**config.mk**
```make
export PLATFORM = sky130hd
export DESIGN_NAME = char_lcd_4bit_bus_controller
export DESIGN_NICKNAME = d
export VERILOG_FILES = /design/src/hw/rtl/clcd_pkg.sv /design/src/hw/rtl/clcd_step.sv /design/src/hw/rtl/clcd_burst.sv /design/src/hw/rtl/char_lcd_4bit_bus_controller.sv
export SDC_FILE = /design/constraint.sdc
export NUM_CORES = 1
export LEC_CHECK = 0
export BUFFER_PORTS_ARGS = -buffer_cell sky130_fd_sc_hd__buf_2
export CAP_MARGIN = 25
export CORE_ASPECT_RATIO = 0.5
export CORE_MARGIN = 2
export CORE_UTILIZATION = 54
export CTS_CLUSTER_DIAMETER = 40
export CTS_CLUSTER_SIZE = 40
export DETAILED_ROUTE_END_ITERATION = 7
export PLACE_DENSITY = 0.75
export SLEW_MARGIN = 5
export SYNTH_ARGS = -nofsm -noshare
export SYNTH_HDL_FRONTEND = slang
export SYNTH_SLANG_ARGS = --single-unit
```
**constraint.sdc**
```tcl
create_clock -name clk -period 3.83 [get_ports clk]
set_input_delay 0.1915 -clock clk [delete_from_list [all_inputs] [get_ports clk]]
set_output_delay 0.1915 -clock clk [all_outputs]
set_load 0.1 [all_outputs]
```
**src/hw/rtl/clcd_pkg.sv**
```systemverilog
// Package for the character LCD 4-bit bus controller.
// Holds request codes, bus timing constants and the bus-cycle result type.
// No dependencies.
package clcd_pkg;

  localparam logic [2:0] REQ_INSTR  = 3'd0;
  localparam logic [2:0] REQ_CHAR   = 3'd1;
  localparam logic [2:0] REQ_CURSOR = 3'd2;
  localparam logic [2:0] REQ_INIT   = 3'd3;
  localparam logic [2:0] REQ_BUSY   = 3'd4;

  localparam logic KIND_WRITE = 1'b0;
  localparam logic KIND_POLL  = 1'b1;

  localparam logic [13:0] WAIT_STROBE_US = 14'd1;
  localparam logic [13:0] WAIT_INIT0_US  = 14'd15000;
  localparam logic [13:0] WAIT_INIT1_US  = 14'd5000;
  localparam logic [13:0] WAIT_INIT2_US  = 14'd1000;

  localparam logic [7:0] CHAR_NEWLINE   = 8'h0A;
  localparam logic [7:0] INSTR_LINE2    = 8'hC0;
  localparam logic [7:0] INSTR_DDRAM    = 8'h80;
  localparam logic [7:0] CURSOR_MASK    = 8'h7F;
  localparam logic [3:0] NIB_INIT_8BIT  = 4'h3;
  localparam logic [3:0] NIB_INIT_4BIT  = 4'h2;
  localparam logic [15:0] MAX_POLLS_RST = 16'd2000;

  typedef struct packed {
    logic        kind;
    logic        rs;
    logic [3:0]  nibble;
    logic [13:0] wait_us;
    logic        tmo;
    logic        last;
  } result_t;

endpackage

```
**src/hw/rtl/clcd_step.sv**
```systemverilog
// Request decoder and poll state for the character LCD controller.
// Turns one request into up to four bus-cycle results. Depends on clcd_pkg.
module clcd_step (
  input  logic                      clk,
  input  logic                      rst_n,
  input  logic                      take,
  input  logic [2:0]                req_type,
  input  logic [7:0]                value,
  input  logic                      busy_bit,
  input  logic [15:0]               max_polls,
  output logic [2:0]                count,
  output clcd_pkg::result_t [3:0]   res
);

  logic        polling_r, polling_nxt;
  logic [7:0]  byte_r, byte_nxt;
  logic        rs_r, rs_nxt;
  logic [15:0] left_r, left_nxt;
  logic [15:0] left_dec;
  logic        start;
  logic [7:0]  start_byte;
  logic        start_rs;

  function automatic clcd_pkg::result_t mk(logic kind, logic rs, logic [3:0] nib,
                                           logic [13:0] w, logic tmo, logic last);
    clcd_pkg::result_t r;
    r.kind = kind;
    r.rs = rs;
    r.nibble = nib;
    r.wait_us = w;
    r.tmo = tmo;
    r.last = last;
    return r;
  endfunction

  assign left_dec = (left_r != 16'd0) ? left_r - 16'd1 : left_r;

  always_comb begin
    polling_nxt = polling_r;
    byte_nxt = byte_r;
    rs_nxt = rs_r;
    left_nxt = left_r;
    count = 3'd0;
    start = 1'b0;
    start_byte = value;
    start_rs = 1'b0;
    res[0] = mk(clcd_pkg::KIND_POLL, 1'b0, 4'h0, clcd_pkg::WAIT_STROBE_US, 1'b0, 1'b1);
    res[1] = mk(clcd_pkg::KIND_WRITE, rs_r, byte_r[3:0], clcd_pkg::WAIT_STROBE_US,
                1'b0, 1'b1);
    res[2] = mk(clcd_pkg::KIND_WRITE, 1'b0, clcd_pkg::NIB_INIT_8BIT,
                clcd_pkg::WAIT_INIT2_US, 1'b0, 1'b0);
    res[3] = mk(clcd_pkg::KIND_WRITE, 1'b0, clcd_pkg::NIB_INIT_4BIT,
                clcd_pkg::WAIT_INIT2_US, 1'b0, 1'b1);
    case (req_type)
      clcd_pkg::REQ_BUSY: begin
        if (polling_r) begin
          left_nxt = left_dec;
          if (!busy_bit || left_dec == 16'd0) begin
            count = 3'd2;
            polling_nxt = 1'b0;
            res[0] = mk(clcd_pkg::KIND_WRITE, rs_r, byte_r[7:4],
                        clcd_pkg::WAIT_STROBE_US, busy_bit, 1'b0);
            res[1] = mk(clcd_pkg::KIND_WRITE, rs_r, byte_r[3:0],
                        clcd_pkg::WAIT_STROBE_US, busy_bit, 1'b1);
          end else begin
            count = 3'd1;
          end
        end
      end
      clcd_pkg::REQ_INSTR: begin
        start = !polling_r;
      end
      clcd_pkg::REQ_CHAR: begin
        start = !polling_r;
        if (value == clcd_pkg::CHAR_NEWLINE) begin
          start_byte = clcd_pkg::INSTR_LINE2;
        end else begin
          start_rs = 1'b1;
        end
      end
      clcd_pkg::REQ_CURSOR: begin
        start = !polling_r;
        start_byte = clcd_pkg::INSTR_DDRAM | (value & clcd_pkg::CURSOR_MASK);
      end
      clcd_pkg::REQ_INIT: begin
        if (!polling_r) begin
          count = 3'd4;
          res[0] = mk(clcd_pkg::KIND_WRITE, 1'b0, clcd_pkg::NIB_INIT_8BIT,
                      clcd_pkg::WAIT_INIT0_US, 1'b0, 1'b0);
          res[1] = mk(clcd_pkg::KIND_WRITE, 1'b0, clcd_pkg::NIB_INIT_8BIT,
                      clcd_pkg::WAIT_INIT1_US, 1'b0, 1'b0);
        end
      end
      default: begin
        count = 3'd0;
      end
    endcase
    if (start) begin
      count = 3'd1;
      polling_nxt = 1'b1;
      byte_nxt = start_byte;
      rs_nxt = start_rs;
      left_nxt = (max_polls != 16'd0) ? max_polls : 16'd1;
    end
  end

  always_ff @(posedge clk) begin
    if (!rst_n) begin
      polling_r <= 1'b0;
      byte_r <= 8'd0;
      rs_r <= 1'b0;
      left_r <= 16'd0;
    end else if (take) begin
      polling_r <= polling_nxt;
      byte_r <= byte_nxt;
      rs_r <= rs_nxt;
      left_r <= left_nxt;
    end
  end

endmodule

```
**src/hw/rtl/clcd_burst.sv**
```systemverilog
// Result buffer and output register for the character LCD controller.
// Holds the bus cycles of one request and sends them one beat at a time.
// Depends on clcd_pkg.
module clcd_burst (
  input  logic                      clk,
  input  logic                      rst_n,
  input  logic                      load,
  input  logic [2:0]                count,
  input  clcd_pkg::result_t [3:0]   res,
  output logic                      free,
  output logic                      out_tvalid,
  input  logic                      out_tready,
  output clcd_pkg::result_t         out_res
);

  clcd_pkg::result_t [3:0] buf_r;
  logic [2:0]        rem_r;
  logic [1:0]        idx_r;
  logic              vld_r;
  clcd_pkg::result_t out_r;
  logic              mv;

  assign mv = (rem_r != 3'd0) && (!vld_r || out_tready);
  assign free = (rem_r == 3'd0) || (rem_r == 3'd1 && mv);
  assign out_tvalid = vld_r;
  assign out_res = out_r;

  always_ff @(posedge clk) begin
    if (!rst_n) begin
      rem_r <= 3'd0;
      idx_r <= 2'd0;
      vld_r <= 1'b0;
    end else begin
      if (load) begin
        rem_r <= count;
        idx_r <= 2'd0;
      end else if (mv) begin
        rem_r <= rem_r - 3'd1;
        idx_r <= idx_r + 2'd1;
      end
      if (mv) begin
        vld_r <= 1'b1;
      end else if (out_tready) begin
        vld_r <= 1'b0;
      end
    end
  end

  always_ff @(posedge clk) begin
    if (load) begin
      buf_r <= res;
    end
    if (mv) begin
      out_r <= buf_r[idx_r];
    end
  end

endmodule

```
**src/hw/rtl/char_lcd_4bit_bus_controller.sv**
```systemverilog
// Top level of the character LCD 4-bit bus controller.
// Instantiates clcd_step and clcd_burst; depends on clcd_pkg.
//
// Requests arrive as beats on the in_ channel: in_tuser carries the request
// type and in_tdata the byte and the busy sample. Each request turns into
// zero to four bus-cycle beats on the out_ channel, the last marked by
// out_tlast. With no poll pending, a write request gives one poll beat,
// then each busy sample gives one more poll or the two nibble writes, and
// init gives four writes. A request is held in an input register, decoded
// into a result buffer, and its first beat then moves into the output
// register. The buffer drains one beat per cycle while the receiver is
// ready, and the next request is loaded as the last beat moves out.
// When the receiver stalls, the output register holds its beat, the buffer
// fills up and in_tready drops once the input register is occupied.
// Reset clears all valid flags and the poll state and sets max_polls to
// 2000; cfg_wr_en writes max_polls and is to be used only while idle.
module char_lcd_4bit_bus_controller (
  input  logic        clk,
  input  logic        rst_n,
  input  logic        in_tvalid,
  output logic        in_tready,
  input  logic [15:0] in_tdata,   // value[7:0], busy_bit[8], zero pad
  input  logic [2:0]  in_tuser,   // req_type[2:0]
  output logic        out_tvalid,
  input  logic        out_tready,
  output logic [23:0] out_tdata,  // nibble[3:0], wait_before_us[17:4],
                                  // poll_timed_out[18], zero pad
  output logic [1:0]  out_tuser,  // cycle_kind[0], reg_select[1]
  output logic        out_tlast,
  input  logic        cfg_wr_en,
  input  logic [15:0] cfg_wr_data
);

  logic        in_vld_r;
  logic [2:0]  type_r;
  logic [7:0]  value_r;
  logic        busy_r;
  logic [15:0] max_polls_r;
  logic        take;
  logic        free;
  logic [2:0]  count;
  clcd_pkg::result_t [3:0] res;
  clcd_pkg::result_t       out_res;

  assign take = in_vld_r && free;
  assign in_tready = !in_vld_r || take;

  always_ff @(posedge clk) begin
    if (!rst_n) begin
      in_vld_r <= 1'b0;
      max_polls_r <= clcd_pkg::MAX_POLLS_RST;
    end else begin
      if (in_tready) begin
        in_vld_r <= in_tvalid;
      end
      if (cfg_wr_en) begin
        max_polls_r <= cfg_wr_data;
      end
    end
  end

  always_ff @(posedge clk) begin
    if (in_tvalid && in_tready) begin
      type_r <= in_tuser;
      value_r <= in_tdata[7:0];
      busy_r <= in_tdata[8];
    end
  end

  clcd_step u_step (
    .clk       (clk),
    .rst_n     (rst_n),
    .take      (take),
    .req_type  (type_r),
    .value     (value_r),
    .busy_bit  (busy_r),
    .max_polls (max_polls_r),
    .count     (count),
    .res       (res)
  );

  clcd_burst u_burst (
    .clk        (clk),
    .rst_n      (rst_n),
    .load       (take),
    .count      (count),
    .res        (res),
    .free       (free),
    .out_tvalid (out_tvalid),
    .out_tready (out_tready),
    .out_res    (out_res)
  );

  assign out_tdata = {5'd0, out_res.tmo, out_res.wait_us, out_res.nibble};
  assign out_tuser = {out_res.rs, out_res.kind};
  assign out_tlast = out_res.last;

endmodule
```
# After elaboration in Yosys (flattened, before gate mapping)
# Index checks and enable logic that the tools add are counted.
# word_totals
input_bits,40
reg_bits,127
# classes
n_bitwise,1
magnitude_cmp,1
n_addsub,3
mux,29
reduce_logical,27
eq_ne,6
# ops
operator,n
43-bit case mux with 2 select lines,1
16-bit 2-to-1 mux,5
24-bit 2-to-1 mux,2
22-bit binary-select mux with 2-bit select,1
43-bit 2-to-1 mux,1
16-bit nonzero test,2
22-bit 2-to-1 mux,1
16-bit zero test,1
8-bit case mux with 2 select lines,1
16-bit by 1-bit subtractor with 16-bit output (second input constant),1
3-bit 2-to-1 mux,5
1-bit 2-to-1 mux,9
8-bit by 4-bit == test with 1-bit output (second input constant),1
8-bit 2-to-1 mux,1
2-bit nonzero test,4
3-bit by 1-bit == test with 1-bit output (second input constant),2
3-bit by 2-bit == test with 1-bit output (second input constant),2
3-bit zero test,2
3-bit case mux with 2 select lines,1
1-bit logical AND,4
1-bit zero test,4
1-bit logical OR,4
2-bit AND reduction,2
3-bit == test (second input constant),1
9 further kinds,9

# Logic depth before layout (Yosys ltp)
# depth
ltp_word,9
ltp_mapped,10
depth_no_buf,8

# Hierarchy
# A second synthesis with hierarchy kept.
# hier_totals
hier_cells,605
area_unflattened_um2,7851.3
# by_module_without_submodules
module,seq_area_each_um2,cells_per_inst,area_each_um2,instances
clcd_burst,3423.3,177,4189.0,1
clcd_step,520.5,353,2608.8,1
char_lcd_4bit_bus_controller,700.7,75,1053.5,1

# Worst setup path before layout
# OpenSTA, ideal clock, no wires.
# synth_path
kind,flip-flop to flip-flop
startpoint,reg u_burst.vld_r (netlist: u_burst.out_tvalid)
endpoint,reg busy_r (enable)
path_stages_with_launch,5
period_less_slack_ps,4118
arrival_time_ps,3762
setup_ps,356
n_path_buf,0
setup_slack_ps,-288
path_cell_list,dfxtp_1 -> nand2b_1 -> a21oi_1 -> o21ai_0 -> and2_1
# synth_via
elab_chain_cells,8
# synth_lines
item,line_no,source
from (decl),clcd_burst.sv:19,logic vld_r;
from (signal assigned),clcd_burst.sv:32,vld_r <= 1'b0;
from (signal assigned),clcd_burst.sv:42,vld_r <= 1'b1;
from (signal assigned),clcd_burst.sv:44,vld_r <= 1'b0;
1-bit zero test,clcd_burst.sv:23,assign mv = (rem_r != 3'd0) && (!vld_r || out_tready);
1-bit logical OR,clcd_burst.sv:23,
1-bit logical AND,clcd_burst.sv:23,
1-bit logical AND,clcd_burst.sv:24,assign free = (rem_r == 3'd0) || (rem_r == 3'd1 && mv);
1-bit logical OR,clcd_burst.sv:24,
1-bit logical AND,char_lcd_4bit_bus_controller.sv:45,assign take = in_vld_r && free;
1-bit logical OR,char_lcd_4bit_bus_controller.sv:46,assign in_tready = !in_vld_r || take;
via in_tready,char_lcd_4bit_bus_controller.sv:21,"output logic in_tready,"
1-bit logical AND,char_lcd_4bit_bus_controller.sv:63,if (in_tvalid && in_tready) begin
to (signal assigned),char_lcd_4bit_bus_controller.sv:66,busy_r <= in_tdata[8];
to (decl),char_lcd_4bit_bus_controller.sv:37,logic busy_r;
# The timed path passes the listed nets, and every way through them passes these cells.
# A chain may end at the register's enable or synchronous reset.

# Worst setup path in the final report
# layout_path
startpoint,reg u_step.left_r[0]
endpoint,reg u_burst.buf_r[21] in the netlist's numbering (data pin)
# layout_via
elab_chain_cells,7
word_cells_on_any_way,8
classes_between,add/sub (1); mux (4); reduce/logical (3)
# layout_lines
item,line_no,source
from (decl),clcd_step.sv:18,"logic [15:0] left_r, left_nxt;"
from (signal assigned),clcd_step.sv:117,left_r <= left_nxt;
16-bit by 1-bit subtractor with 16-bit output or 16-bit nonzero test (tied branches),clcd_step.sv:36,assign left_dec = (left_r != 16'd0) ? left_r - 16'd1 : left_r;
16-bit 2-to-1 mux (*),clcd_step.sv:36,
16-bit zero test (*),clcd_step.sv:58,if (!busy_bit || left_dec == 16'd0) begin
1-bit logical OR (*),clcd_step.sv:58,
24-bit 2-to-1 mux (*),clcd_step.sv:58,
24-bit 2-to-1 mux (*),clcd_step.sv:56,if (polling_r) begin
43-bit case mux with 2 select lines (*),clcd_step.sv:54,case (req_type)
to (signal assigned),clcd_burst.sv:51,buf_r <= res;
to (decl),clcd_burst.sv:16,clcd_pkg::result_t [3:0] buf_r;
# Mark *: on every way between the ends. The rest lies on a longest branch, timed or not.

==> results.txt <==
outcome: completed
clk slew on worst S/H paths: 0.06 ns
min-delay src: in_tdata[8]
slew margin rel.: 43.9%
Synth area leader: edfxtp_1
Post-Syn Area per Cell: 9.75 um2
M2 GR Usage: 38.0%
Arrival @ worst endpoint: 3.41 ns
H-Tree Depth: 3
Pwr Total: 4.55 mW
DR iter-0 viols: 312
GR peak layer: met2
Row Count: 23
clock latency on the worst-skew pair: 0.35 ns
die area: 8920 um2
PwrDens: 915 nW/um2
GR Overflow Total: 0
Hold WC Path Type: in -> reg
Area growth syn-to-layout: 13.2%
antenna violations before repair: 0
Ant. Diodes: 0
Crit Path Max Fanout: 8
Remaining DRCs: 0
cts bufs inserted: 9
WS Path Type: reg -> reg
die height: 67.8 um
Post-Route WL: 9070 um
post-layout min period: 3.34 ns
Final Slew Violations: 0
First-pass DRT Iterations: 5
EDFF count, synth: 40
setup TNS: 0 ns
Routed Antenna Nets: 0
MaxCap Viol Count: 0
final net count: 529
R2R depth: 8
Reg2Reg Launch Point: u_step.left_r[0]
Finished Cell Area: 4980 um2
Core Box Area: 7940 um2
wire length per cell: 15.1 um
CP peak stage delay: 0.68 ns
CP required: 3.90 ns
CTS sink count: 89
Die Span X: 132 um
buffers added on ports: 53
All-Layer GR Usage: 21.8%
clock skew: 0.00503 ns
largest net degree at the start of global routing: 24
CTS tree: built
final number of setup-violating endpoints: 0
Synth Warn #: 0
first-pass GRT wire length: 14900 um
DR vias: 3490
largest cells by area after synthesis: edfxtp_1 27%, dfxtp_1 22%, mux2i_1 4.8%
vias per std cell: 5.80
Starting Density: 55.4%
number of global-route vias before repair: 3094
Main synth FF type: dfxtp_1
actual slew at the worst max-slew pin: 0.842 ns
FFs w/ async S/R, synth: 0%
Fin Hold WS: 0.0173 ns
worst setup path startpoint: u_step.left_r[0]
crit path capture type: register
crit path launch type: register
count of different cell masters after synthesis: 66
Max Fclk: 299 MHz
post-CTS setup buffer count: 0
Root Buffer: clkbuf_16
post-CTS resize count: 0
met3 Usage GRT: 5.63%
Hold-fix buffers, CTS: 0
period utilization: 87.3%
CP max-delay cell: o41ai_2
Post-Synthesis Cells: 451
Cell Chain, Critical Path: inv_1, ha_1, or3b_1, nand4b_1, mux2i_1, o32a_1, o41ai_2, a21oi_1
Placer Congestion: 0.929
Post-DP Area: 4640 um2
share of cells above drive strength 1: 18.2%
GRT met1 Usage: 26.6%
Leakage: 2.01 nW
top cell type's share of synthesized area: 27.3%
CTS Buffer Depth: 2
sequential area share after synthesis: 49.6%
Max rail drop VDD: 0.000626 V
Yosys reg bits: 89
Fin. Hold Viols: 0
hold path cells: 1
Synth Cell Area: 4400 um2
Ports: 69
RSZ-0062 raised after global routing: false
DPL Wire Length: 6250 um
## cells in the final DEF (no fill, tap or decap), types with 6 or more instances in the layout
cell	n
o21ai_0	17
nor2_1	47
nor2b_1	7
mux2i_1	21
nand2_1	32
edfxtp_1	40
dfxtp_1	49
a22oi_1	7
a21oi_1	29
a211oi_1	6
or3_1	6
clkbuf_16	9
buf_2	54
nor3_1	11
inv_1	11
nand4_1	9
and3_1	6
conb_1	8
nand3_1	12
## sequential cells by signal, indices dropped and copies added (netlist names)
register	count
u_step.left_r	16
u_step.rs_r	1
u_burst.idx_r	2
value_r	8
u_burst.out_res	14
u_step.byte_r	8
type_r	3
max_polls_r	16
u_step.polling_r	1
u_burst.buf_r	14
in_vld_r	1
busy_r	1
u_burst.out_tvalid	1
u_burst.rem_r	3
## logic make-up (layout without fill, tap and decap cells)
logic type	count (synthesis)	in the layout	synth area share [%]
simple gates	171	171	21.2
compound gates	103	103	15.4
flops	89	89	49.6
buf+inv	55	87	6.32
mux	22	22	5.04
xor+xnor	6	6	1.20
fa+ha+maj	4	4	1.14
other cells	1	8	0.0853
## cell type report
type                            count  area [um2]
Clock buffer                        9         225
Clock inverter                      7         100
Inverter                           13        48.8
Tap cell                          112         140
Sequential cell                    89        2180
Multi-Input combinational cell    314        1970
Timing Repair Buffer               58         308
Fill cell                         683        2970
## cell usage after synthesis, drive strengths merged, types with 3 or more instances
cell type and n:
and4 3, nand4 10, mux2i 21, nand4b 3, and2 3, o22ai 4, or2 5, nor4 10
o21ai 21, o41ai 4, a21oi 29, ha 4, nor2b 7, xnor2 3, nand3 12, nor3b 3
buf 24, a211o 3, a31oi 4, nor4b 3, xor2 3, a211oi 7, a22oi 7, nor2 47
nand2b 3, nand2 32, or3 6, inv 11, nor3 11, edfxtp 40, dfxtp 49, and3 6
clkbuf 18
## per-stage QoR
stage	utilization [%]	setup slack (ns)	std cells
floorplan	-	0.553	458
global placement	58.3	0.612	584
detailed placement	58.4	0.543	585
CTS	62.5	0.497	601
global route	62.6	0.333	602
finish	62.6	0.486	602
## power by group
part / total, mW / internal, mW / leakage (nW) / switching [mW]
clock: 0.947 / 0.578 / 0.161 / 0.370
combinational: 2.22 / 0.579 / 1.07 / 1.64
sequential: 1.39 / 1.24 / 0.785 / 0.145
total: 4.55 / 2.40 / 2.01 / 2.15
## metal layers
metal	vias to the layer above	part of all wire, %
met3	15	6.4
li1	1720	-
met4	0	1.8
met2	128	46
met1	1627	45
met5	-	0
## path summary, 6_finish.rpt
path	endpoint	slack (ns)
max	u_burst.buf_r[21]	0.49
min	busy_r	0.02
max reg2reg	u_burst.buf_r[21]	0.49
min reg2reg	u_step.byte_r[0]	0.45
## critical path: cells and delay by family, from the launching register on
kind	cells	cell delay (ns)
muxes	1	0.21
DFF	1	0.39
buffers and inverters	1	0.11
and+or+nand+nor	2	0.83
AOI/OAI and AO/OA	3	1.18
adders and majority gates	1	0.32
Power figures use the tool's default switching activity.
